==> src/hdl/asgr_pkg.sv <==
`timescale 1ns / 1ps

package asgr_pkg;

  // Parser states, one-hot
  typedef enum logic [5:0] {
    ST_WAIT_ESC = 6'b000001,
    ST_WAIT_BRK = 6'b000010,
    ST_GROUP    = 6'b000100,
    ST_FG       = 6'b001000,
    ST_BG       = 6'b010000,
    ST_END      = 6'b100000
  } parse_state_t;

  localparam logic [7:0] CH_ESC    = 8'h1B;
  localparam logic [7:0] CH_LBRACK = 8'h5B;
  localparam logic [7:0] CH_SEMI   = 8'h3B;
  localparam logic [7:0] CH_M      = 8'h6D;
  localparam logic [7:0] CH_ZERO   = 8'h30;
  localparam logic [7:0] CH_THREE  = 8'h33;
  localparam logic [7:0] CH_FOUR   = 8'h34;
  localparam logic [7:0] CH_SEVEN  = 8'h37;

  localparam logic [7:0] STYLE_DEFAULT = 8'h0F;
  localparam logic [7:0] STYLE_CLEAR   = 8'h00;

  // Parser context: everything that carries from one word to the next
  typedef struct packed {
    parse_state_t state;
    logic [7:0]   current_style;
    logic [7:0]   pending_style;
  } parse_ctx_t;

  // ANSI color index to VGA color index
  function automatic logic [2:0] vga_perm(input logic [2:0] ansi);
    logic [2:0] vga;
    case (ansi)
      3'd0: vga = 3'd0;
      3'd1: vga = 3'd4;
      3'd2: vga = 3'd2;
      3'd3: vga = 3'd6;
      3'd4: vga = 3'd1;
      3'd5: vga = 3'd5;
      3'd6: vga = 3'd3;
      3'd7: vga = 3'd7;
      default: vga = 3'd0;
    endcase
    return vga;
  endfunction

endpackage

==> src/hdl/asgr_if.sv <==
`timescale 1ns / 1ps

interface asgr_in_if;
  logic       valid;
  logic       ready;
  logic [7:0] char_in;

  modport source (output valid, output char_in, input ready);
  modport sink (input valid, input char_in, output ready);
endinterface

interface asgr_out_if;
  logic       valid;
  logic       ready;
  logic [7:0] style_out;
  logic [7:0] char_out;

  modport source (output valid, output style_out, output char_out, input ready);
  modport sink (input valid, input style_out, input char_out, output ready);
endinterface

==> src/hdl/asgr_step.sv <==
`timescale 1ns / 1ps

module asgr_step
  import asgr_pkg::*;
(
  input  parse_ctx_t ctx,
  input  logic [7:0] char_in,
  output parse_ctx_t ctx_next,
  output logic [7:0] char_out
);

  logic       is_digit;
  logic [2:0] vga_color;

  assign is_digit  = (char_in >= CH_ZERO) && (char_in <= CH_SEVEN);
  assign vga_color = vga_perm(char_in[2:0]);

  always_comb begin
    ctx_next = ctx;
    char_out = 8'h00;
    case (ctx.state)
      ST_WAIT_BRK: begin
        if (char_in == CH_LBRACK) begin
          ctx_next.state = ST_GROUP;
        end else begin
          ctx_next.state = ST_WAIT_ESC;
          char_out       = char_in;
        end
      end
      ST_GROUP: begin
        if (char_in == CH_THREE) begin
          ctx_next.state = ST_FG;
        end else if (char_in == CH_FOUR) begin
          ctx_next.state = ST_BG;
        end else if (char_in == CH_ZERO) begin
          ctx_next.state         = ST_END;
          ctx_next.pending_style = STYLE_DEFAULT;
        end else begin
          ctx_next.state         = ST_WAIT_ESC;
          ctx_next.pending_style = STYLE_CLEAR;
          char_out               = char_in;
        end
      end
      ST_FG: begin
        if (is_digit) begin
          ctx_next.state         = ST_END;
          ctx_next.pending_style = {ctx.pending_style[7:4], 1'b0, vga_color};
        end else begin
          ctx_next.state         = ST_WAIT_ESC;
          ctx_next.pending_style = STYLE_CLEAR;
          char_out               = char_in;
        end
      end
      ST_BG: begin
        if (is_digit) begin
          ctx_next.state         = ST_END;
          ctx_next.pending_style = {1'b0, vga_color, ctx.pending_style[3:0]};
        end else begin
          ctx_next.state         = ST_WAIT_ESC;
          ctx_next.pending_style = STYLE_CLEAR;
          char_out               = char_in;
        end
      end
      ST_END: begin
        if (char_in == CH_SEMI) begin
          ctx_next.state = ST_GROUP;
        end else if (char_in == CH_M) begin
          // commit the collected style
          ctx_next.state         = ST_WAIT_ESC;
          ctx_next.current_style = ctx.pending_style;
          ctx_next.pending_style = STYLE_CLEAR;
        end else begin
          ctx_next.state         = ST_WAIT_ESC;
          ctx_next.pending_style = STYLE_CLEAR;
          char_out               = char_in;
        end
      end
      default: begin
        // waiting for escape
        if (char_in == CH_ESC) begin
          ctx_next.state = ST_WAIT_BRK;
        end else begin
          ctx_next.state = ST_WAIT_ESC;
          char_out       = char_in;
        end
      end
    endcase
  end

endmodule

==> src/hdl/ansi_sgr_color_parser_unit.sv <==
`timescale 1ns / 1ps

// ANSI SGR color parser.
// in_ch carries one character per word; out_ch returns one word per input
// word: style_out is the attribute byte current before that character
// (background high nibble, foreground low nibble) and char_out is the
// character to show, or zero if an escape sequence swallowed it.
// Recognized: ESC '[' group {';' group} 'm', group = '0', '3'd or '4'd with
// d in '0'..'7'. A malformed sequence is dropped and the breaking character
// is passed through.
// The result is registered, valid in the cycle after the accepting edge.
// Throughput: one word per cycle while out_ch.ready holds; the whole parse
// step sits between the parser state registers and the result register.
// Reset: parser waits for escape, style 0x0F, pending style cleared, no
// result held, in_ch.ready low while rst is high.
// Stall: a held result keeps its value; in_ch.ready follows out_ch.ready
// combinationally, so a new word is taken in the same cycle the held one
// leaves.
module ansi_sgr_color_parser_unit
  import asgr_pkg::*;
(
  input logic        clk,
  input logic        rst,
  asgr_in_if.sink    in_ch,
  asgr_out_if.source out_ch
);

  parse_ctx_t ctx;
  parse_ctx_t ctx_next;
  logic [7:0] step_char;
  logic       out_valid;
  logic [7:0] style_reg;
  logic [7:0] char_reg;
  logic       accept;

  assign in_ch.ready = !rst && (!out_valid || out_ch.ready);
  assign accept      = in_ch.valid && in_ch.ready;

  asgr_step u_step (
    .ctx      (ctx),
    .char_in  (in_ch.char_in),
    .ctx_next (ctx_next),
    .char_out (step_char)
  );

  // parser context
  always_ff @(posedge clk) begin
    if (rst) begin
      ctx.state         <= ST_WAIT_ESC;
      ctx.current_style <= STYLE_DEFAULT;
      ctx.pending_style <= STYLE_CLEAR;
    end else if (accept) begin
      ctx <= ctx_next;
    end
  end

  // result register
  always_ff @(posedge clk) begin
    if (rst) begin
      out_valid <= 1'b0;
    end else if (accept) begin
      out_valid <= 1'b1;
    end else if (out_ch.ready) begin
      out_valid <= 1'b0;
    end
  end

  // payload: style before this word, plus passed-through char
  always_ff @(posedge clk) begin
    if (accept) begin
      style_reg <= ctx.current_style;
      char_reg  <= step_char;
    end
  end

  assign out_ch.valid     = out_valid;
  assign out_ch.style_out = style_reg;
  assign out_ch.char_out  = char_reg;

  // ---------------------------------------------------------------------
  // checks

  // pending style is only nonzero inside a sequence body
  a_pending_idle: assert property (@(posedge clk) disable iff (rst)
    (ctx.state == ST_WAIT_ESC || ctx.state == ST_WAIT_BRK)
      |-> ctx.pending_style == STYLE_CLEAR)
    else $error("pending style left set outside a sequence");

  // every accepted word yields a result with the style current at accept
  a_style_out: assert property (@(posedge clk) disable iff (rst)
    (!rst && accept) |=> (out_valid && style_reg == $past(ctx.current_style)))
    else $error("result missing or wrong style");

  // current style changes only on a terminating 'm'
  a_style_hold: assert property (@(posedge clk) disable iff (rst)
    (!rst && (!accept || in_ch.char_in != CH_M)) |=> $stable(ctx.current_style))
    else $error("current style changed without 'm'");

  // plain text outside a sequence passes through
  a_passthru: assert property (@(posedge clk) disable iff (rst)
    (!rst && accept && ctx.state == ST_WAIT_ESC && in_ch.char_in != CH_ESC)
      |=> char_reg == $past(in_ch.char_in))
    else $error("plain character not passed through");

endmodule

==> src/flat_wrapper.sv <==
// flat-port wrapper written by rule: the top's interface ports become plain ports
module ansi_sgr_color_parser_unit_flat import asgr_pkg::*;
  (clk, rst, in_ch_valid, in_ch_char_in, in_ch_ready, out_ch_valid, out_ch_style_out, out_ch_char_out, out_ch_ready);
  asgr_in_if in_ch_i ();
  asgr_out_if out_ch_i ();
  input logic clk;
  input logic rst;
  input wire logic [$bits(in_ch_i.valid)-1:0] in_ch_valid;
  input wire logic [$bits(in_ch_i.char_in)-1:0] in_ch_char_in;
  output wire logic [$bits(in_ch_i.ready)-1:0] in_ch_ready;
  output wire logic [$bits(out_ch_i.valid)-1:0] out_ch_valid;
  output wire logic [$bits(out_ch_i.style_out)-1:0] out_ch_style_out;
  output wire logic [$bits(out_ch_i.char_out)-1:0] out_ch_char_out;
  input wire logic [$bits(out_ch_i.ready)-1:0] out_ch_ready;
  assign in_ch_i.valid = in_ch_valid;
  assign in_ch_i.char_in = in_ch_char_in;
  assign in_ch_ready = in_ch_i.ready;
  assign out_ch_valid = out_ch_i.valid;
  assign out_ch_style_out = out_ch_i.style_out;
  assign out_ch_char_out = out_ch_i.char_out;
  assign out_ch_i.ready = out_ch_ready;
  ansi_sgr_color_parser_unit u_core (.clk(clk), .rst(rst), .in_ch(in_ch_i), .out_ch(out_ch_i));
endmodule
==> config.mk <==
export PLATFORM = sky130hd
export DESIGN_NAME = ansi_sgr_color_parser_unit_flat
export DESIGN_NICKNAME = d
export VERILOG_FILES = /design/src/hdl/asgr_pkg.sv /design/src/hdl/asgr_if.sv /design/src/hdl/asgr_step.sv /design/src/hdl/ansi_sgr_color_parser_unit.sv /design/src/flat_wrapper.sv
export SDC_FILE = /design/constraint.sdc
export NUM_CORES = 1
export LEC_CHECK = 0
export ABC_AREA = 0
export BUFFER_PORTS_ARGS = -buffer_cell sky130_fd_sc_hd__buf_4
export CORE_UTILIZATION = 45
export CTS_BUF_LIST = sky130_fd_sc_hd__clkbuf_8
export CTS_CLUSTER_SIZE = 30
export DETAILED_ROUTE_END_ITERATION = 10
export HOLD_SLACK_MARGIN = 0.15
export PLACE_DENSITY = 0.77
export SLEW_MARGIN = 20
export SYNTH_ARGS = -nofsm -noshare
export SYNTH_HDL_FRONTEND = slang
export SYNTH_SLANG_ARGS = --single-unit
==> constraint.sdc <==
create_clock -name clk -period 4.5 [get_ports clk]
set_input_delay 0.9 -clock clk [delete_from_list [all_inputs] [get_ports clk]]
set_output_delay 0.9 -clock clk [all_outputs]
set_load 0.01 [all_outputs]
==> results.json, run 1 <==
{
  "status": "finished clean",
  "grt_max_degree": 19,
  "synth_fa_ha_area_share_pct": 0,
  "grt_util_all_layers_pct": 19.4,
  "hpwlAfterDp_um": 2910,
  "gp_congestion": 0.923,
  "cts_resized": 0,
  "htreeDepth": 2,
  "post_cts_buffers": 0,
  "rsz0062_at_grt": "no",
  "instances_no_fill": 254,
  "grt_pass1_vias": 1322,
  "ys.flop_type": "dfxtp_1",
  "area_growth_syn_to_layout_pct": 15.2,
  "finalClockSkew_ns": 0.00321,
  "yosysWarnings": 0,
  "fmax_ghz": 0.352,
  "dp_cells": 246,
  "drt_iter0_drc": 108,
  "vias": 1438,
  "synth_top_family_by_area": "simple AND/OR/NAND/NOR gates",
  "period_share_pct": 63.1,
  "ys_ff_latch": 36,
  "async_flop_share_pct": 0,
  "chipWidth_um": 66.7,
  "cap_violations": 0,
  "syn_inst": 184,
  "grt-ovfl-total": 0,
  "final_cell_mix": "buf_4 (28), dfxtp_1 (21), nand2_1 (19), nor2_1 (16), edfxtp_1 (15)",
  "setup_viol_count_final": 0,
  "dieArea_mm2": 0.00445,
  "synth-seq-area-share_pct": 46.2,
  "firstDrtPassIters": 4,
  "crit_required_ns": 4.67,
  "route.detailed.drc": 0,
  "synthMuxAreaShare_pct": 8.49,
  "cts_buffer_depth": 2,
  "rows": 23,
  "path_class": "input pin to flip-flop",
  "io_pins": 30,
  "avgSynthCellArea_um2": 10.2,
  "ant_nets": 0,
  "port_buffers": 28,
  "cts_inserted_buffers": 5,
  "insertion_delay_ns": 0.28,
  "power.leakage_nw": 0.781,
  "endpoint_kind": "flip-flop",
  "fin_crit_ns": 2.84,
  "setup_tns_ns": 0,
  "root_buffer": "clkbuf_8",
  "routed_wirelength_um": 3870,
  "synth-simple-area-share_pct": 26.1,
  "ys_types": 55,
  "worstHoldPathType": "flip-flop to flip-flop",
  "layout-drive-gt1-share_pct": 25.0,
  "clkTransAtPathRegs_ns": 0.07,
  "diodes": 0,
  "antenna_found_initial": 0,
  "synth_edf_count": 15,
  "cts.sinks": 36,
  "grt_pass1_wl_um": 6380,
  "worstMarginPinSlew_ns": 0.685,
  "start_util_pct": 47.1,
  "synth_compound_area_share_pct": 12.7,
  "pwr_density_cell_mw_per_mm2": 312,
  "max-slew-margin-rel_pct": 53.8,
  "arrival_ns": 3.01,
  "core-area_mm2": 0.00400,
  "cp-start-kind": "input pin",
  "hold_buffers": 0,
  "synth_nets": 196,
  "wl_per_cell_um": 15.2,
  "fin_nets": 215,
  "vias_per_cell": 5.66,
  "syn-cell-area_mm2": 0.00189,
  "vdd_drop_max_mv": 0.194,
  "final_common_cell": "buf_4",
  "fillers": 345,
  "critPathMaxFanout": 18,
  "die_h_um": 66.7,
  "hold_viol": 0,
  "cts_tree": "yes",
  "drv_slew": 0,
  "synth-xor-area-share_pct": 0.464
}
layer usage:
metal	global-route usage, %	wire, um	vias to the layer above	part of all wire [%]
met5	0	0	-	0
met4	6.65	32	0	0.83
met3	5.31	198	6	5.1
met2	28.4	1740	43	45
met1	27.1	1890	680	49
li1	-	-	709	-
layout make-up:
type / count / area [um2] / area share (%)
multi-input cells: 129 / 906 / 41.7
flip-flops and latches: 36 / 871 / 40.1
repair buffers: 28 / 210 / 9.68
clock buffers: 5 / 68.8 / 3.17
well taps: 50 / 62.6 / 2.88
clock inverters: 3 / 42.5 / 1.96
inverters: 3 / 11.3 / 0.518
critical path, cell delays in order:
cell	delay, ns
buf_4	0.17
inv_2	0.16
nand3_1	0.33
inv_1	0.58
o2111a_1	0.54
mux2i_1	0.24
nand2_1	0.07
power breakdown:
| group | internal, W | total, W | switching (W) |
|---|---|---|---|
| registers | 0.000345 | 0.000347 | 0.00000209 |
| logic | 0.0000199 | 0.0000501 | 0.0000302 |
| clock network | 0.000164 | 0.000280 | 0.000116 |
sequential cells by signal (all words and copies together), names as in the netlist:
signal                   flops
u_core.ctx                  20
u_core.out_ch.char_out       8
u_core.out_ch.style_out      7
u_core.out_ch.valid          1
cells in the mapped netlist (2+ instances only):
| cell type | count | area (um2) |
|---|---|---|
| nor2b_1 | 6 | 37.5 |
| buf_2 | 3 | 15.0 |
| o21ai_0 | 3 | 15.0 |
| nand2_1 | 19 | 71.3 |
| nand3_1 | 4 | 20.0 |
| nand4b_1 | 3 | 26.3 |
| mux2_4 | 4 | 60.1 |
| nor4_1 | 6 | 37.5 |
| nor3_1 | 2 | 10.0 |
| buf_6 | 4 | 45.0 |
| o211a_1 | 2 | 20.0 |
| clkbuf_1 | 8 | 30.0 |
| inv_1 | 2 | 7.51 |
| nand3_4 | 2 | 35.0 |
| o211ai_1 | 2 | 15.0 |
| o21a_1 | 2 | 15.0 |
| mux2i_1 | 10 | 100 |
| a21oi_1 | 6 | 30.0 |
| nand4_1 | 3 | 18.8 |
| dfxtp_1 | 21 | 420 |
| nand2b_1 | 6 | 37.5 |
| or2_1 | 4 | 25.0 |
| nor2_1 | 16 | 60.1 |
| edfxtp_1 | 15 | 450 |
cell families after synthesis:
logic type / after synthesis
other cells: 1
buf+inv: 19
mux: 14
compound gates: 30
xor+xnor: 1
simple gates: 83
flops: 36
worst paths after layout:
| path | startpoint | end | slack [ns] | cells past startpoint |
|---|---|---|---|---|
| min | u_core.ctx[12] | u_core.out_ch.style_out[4] | 0.45 | 0 |
| max reg2reg | u_core.out_ch.valid | u_core.ctx[9] | 2.26 | 6 |
| max | rst | u_core.ctx[9] | 1.66 | 7 |
| min reg2reg | u_core.ctx[12] | u_core.out_ch.style_out[4] | 0.45 | 0 |
per-stage QoR:
| stage | instance area (um2) | setup slack, ns | util, % | hold WS (ns) | power, W |
|---|---|---|---|---|---|
| after floorplan | 1890 | 1.97 | - | 0.408 | 0.000384 |
| after global placement | 2060 | 1.41 | 51.5 | 0.421 | 0.000404 |
| after detailed placement | 2060 | 1.32 | 51.5 | 0.423 | 0.000404 |
| after CTS | 2170 | 1.62 | 54.3 | 0.440 | 0.000682 |
| after global routing | 2170 | 1.47 | 54.3 | 0.449 | 0.000700 |
| final | 2170 | 1.66 | 54.3 | 0.446 | 0.000677 |
Power figures use the tool's default switching activity.
==> run 2, diff against run 1 <==
--- a/config.mk
+++ b/config.mk
@@ -5,7 +5,7 @@
 export SDC_FILE = /design/constraint.sdc
 export NUM_CORES = 1
 export LEC_CHECK = 0
-export ABC_AREA = 0
+export ABC_AREA = 1
 export BUFFER_PORTS_ARGS = -buffer_cell sky130_fd_sc_hd__buf_4
 export CORE_UTILIZATION = 45
 export CTS_BUF_LIST = sky130_fd_sc_hd__clkbuf_8
==> constraint.sdc (replaced) <==
create_clock -name clk -period 2.7 [get_ports clk]
set_input_delay 0.54 -clock clk [delete_from_list [all_inputs] [get_ports clk]]
set_output_delay 0.54 -clock clk [all_outputs]
set_load 0.01 [all_outputs]
==> results.json, run 2 <==
{
  "status": "finished clean",
  "async_flop_share_pct": 0,
  "area_growth_syn_to_layout_pct": 16.9,
  "pwr_density_cell_mw_per_mm2": 466,
  "post_cts_buffers": 0,
  "fin_nets": 296,
  "dp_cells": 327,
  "power.leakage_nw": 1.02,
  "cts_inserted_buffers": 5,
  "cts_resized": 0,
  "cp-start-kind": "input pin",
  "path_class": "input pin to flip-flop",
  "vias_per_cell": 5.19,
  "synth.most_common_cell": "nand2_1",
  "ys.flop_type": "dfxtp_1",
  "wl_per_cell_um": 12.1,
  "ys_types": 30,
  "hold_buffers": 0,
  "port_buffers": 28,
  "grt_pass1_wl_um": 6820,
  "routed_wirelength_um": 4050,
  "avgSynthCellArea_um2": 7.71,
  "yosys.area.top_type": "edfxtp_1",
  "power_w": 0.00106,
  "syn_inst": 253,
  "grt-ovfl-total": 0,
  "synth_edf_count": 15,
  "vdd_drop_max_mv": 0.258,
  "route.detailed.drc": 0,
  "antenna_found_initial": 0,
  "ant_nets": 0,
  "core-area_mm2": 0.00409,
  "synth_top_area_share_pct": 23.1,
  "synth-seq-area-share_pct": 44.6,
  "endpoint_kind": "flip-flop",
  "place_area_mm2": 0.00219,
  "synth_nets": 265,
  "final_cell_mix": "nand2_1 (71), nor2_1 (33), buf_4 (29), inv_1 (24), nand3_1 (22)",
  "clkTransAtPathRegs_ns": 0.07,
  "instances_no_fill": 335,
  "arrival_ns": 1.64,
  "setup_viol_count_final": 0,
  "setup_tns_ns": 0,
  "cap_violations": 0,
  "drt_iter0_drc": 156,
  "layout-drive-gt1-share_pct": 24.9,
  "cts_tree": "yes",
  "hold_viol": 0,
  "rows": 23,
  "yosysWarnings": 0,
  "fmax_ghz": 0.608,
  "period_share_pct": 60.9,
  "hpwlAfterDp_um": 3170,
  "final_common_cell": "nand2_1",
  "largest_register_ffs": 20,
  "insertion_delay_ns": 0.28,
  "cts_buffer_depth": 2,
  "root_buffer": "clkbuf_8",
  "gp_congestion": 0.981,
  "regMostFlops": "u_core.ctx",
  "worstHoldPathType": "flip-flop to flip-flop",
  "fin_crit_ns": 1.64,
  "chipWidth_um": 67.8,
  "syn-cell-area_mm2": 0.00195,
  "rsz0062_at_grt": "no",
  "synth_top_cells_by_count": "nand2_1 (71), nor2_1 (33), inv_1 (24), nand3_1 (22), dfxtp_1 (21)",
  "synth_area_leaders": "edfxtp_1 (23%), dfxtp_1 (22%), nand2_1 (14%)",
  "ys_ff_latch": 36,
  "diodes": 0,
  "cts.sinks": 36,
  "finish.instance_area_mm2": 0.00228,
  "critPathMaxFanout": 11,
  "crit_required_ns": 2.69,
  "finalClockSkew_ns": 0.00428,
  "drv_slew": 0,
  "grt_pass1_vias": 1606,
  "io_pins": 30,
  "start_util_pct": 47.7,
  "htreeDepth": 2,
  "grt_util_all_layers_pct": 20.0,
  "r2r_setup_slack_ns": 1.07,
  "vias": 1739,
  "die_h_um": 67.8,
  "grt_max_degree": 15,
  "firstDrtPassIters": 4,
  "dieArea_mm2": 0.00460
}
-- run 2: cell types whose count changed after synthesis, moves of 6 or more --
cell	previous run	this run
clkbuf_1	8	1
nand2b_1	6	0
inv_1	2	24
nor4_1	6	0
a21oi_1	6	17
nor2b_1	6	0
nor2_1	16	33
nand2_1	19	71
nor2_2	0	7
nand3_1	4	22
mux2i_1	10	0
nor2_4	0	6
-- run 2: worst max-delay path, stage by stage --
cell     delay (ns)
buf_4          0.15
a21oi_4        0.13
nand2_2        0.19
inv_1          0.35
buf_4          0.27
-- run 2: area by class of cell --
cell class | count | area (um2)
Fill cell | 401 | 1810
Multi-Input combinational cell | 183 | 930
Sequential cell | 36 | 871
Timing Repair Buffer | 29 | 218
Inverter | 29 | 111
Clock buffer | 5 | 68.8
Tap cell | 50 | 62.6
Clock inverter | 3 | 18.8
-- run 2: worst paths after layout --
check / start / to / depth (start not counted)
worst max-delay path: rst / u_core.out_ch.style_out[6] / 5
worst min-delay path: u_core.ctx[12] / u_core.out_ch.style_out[4] / 0
worst max register to register: u_core.out_ch.valid / u_core.out_ch.style_out[6] / 4
worst min register to register: u_core.ctx[12] / u_core.out_ch.style_out[4] / 0
-- run 2: power by group --
group          switching (W)  total, W  leakage [nW]  internal [W]
clock network       0.000191  0.000370        0.0479      0.000180
registers         0.00000697  0.000585         0.298      0.000578
logic              0.0000670  0.000108         0.674     0.0000406
total               0.000265   0.00106          1.02      0.000798
-- run 2: metrics by stage --
step           utilization [%]  setup WS (ns)  hold WS [ns]
2_1_floorplan                -          0.905         0.409
3_3_place_gp              53.6          0.779         0.416
3_5_place_dp              53.6          0.740         0.418
4_1_cts                   55.8           1.05         0.436
5_1_grt                   55.8          0.907         0.441
6_report                  55.8           1.06         0.434
-- run 2: cell families (layout without fill, tap and decap cells) --
logic type	Yosys count	in the layout	synth area share, %
and+or+nand+nor	153	153	37.1
DFF	36	36	44.6
other	1	1	0.192
AOI/OAI and AO/OA	29	29	10.3
buffers and inverters	34	66	7.70
-- run 2: routing by layer --
layer	routed length (um)	share of wire (%)	up-vias	track usage [%]
met3	284	7.0	12	5.00
met1	1720	42	790	25.1
met4	90	2.2	0	8.59
met5	0	0	-	0
met2	1960	48	64	32.4
li1	-	-	873	-
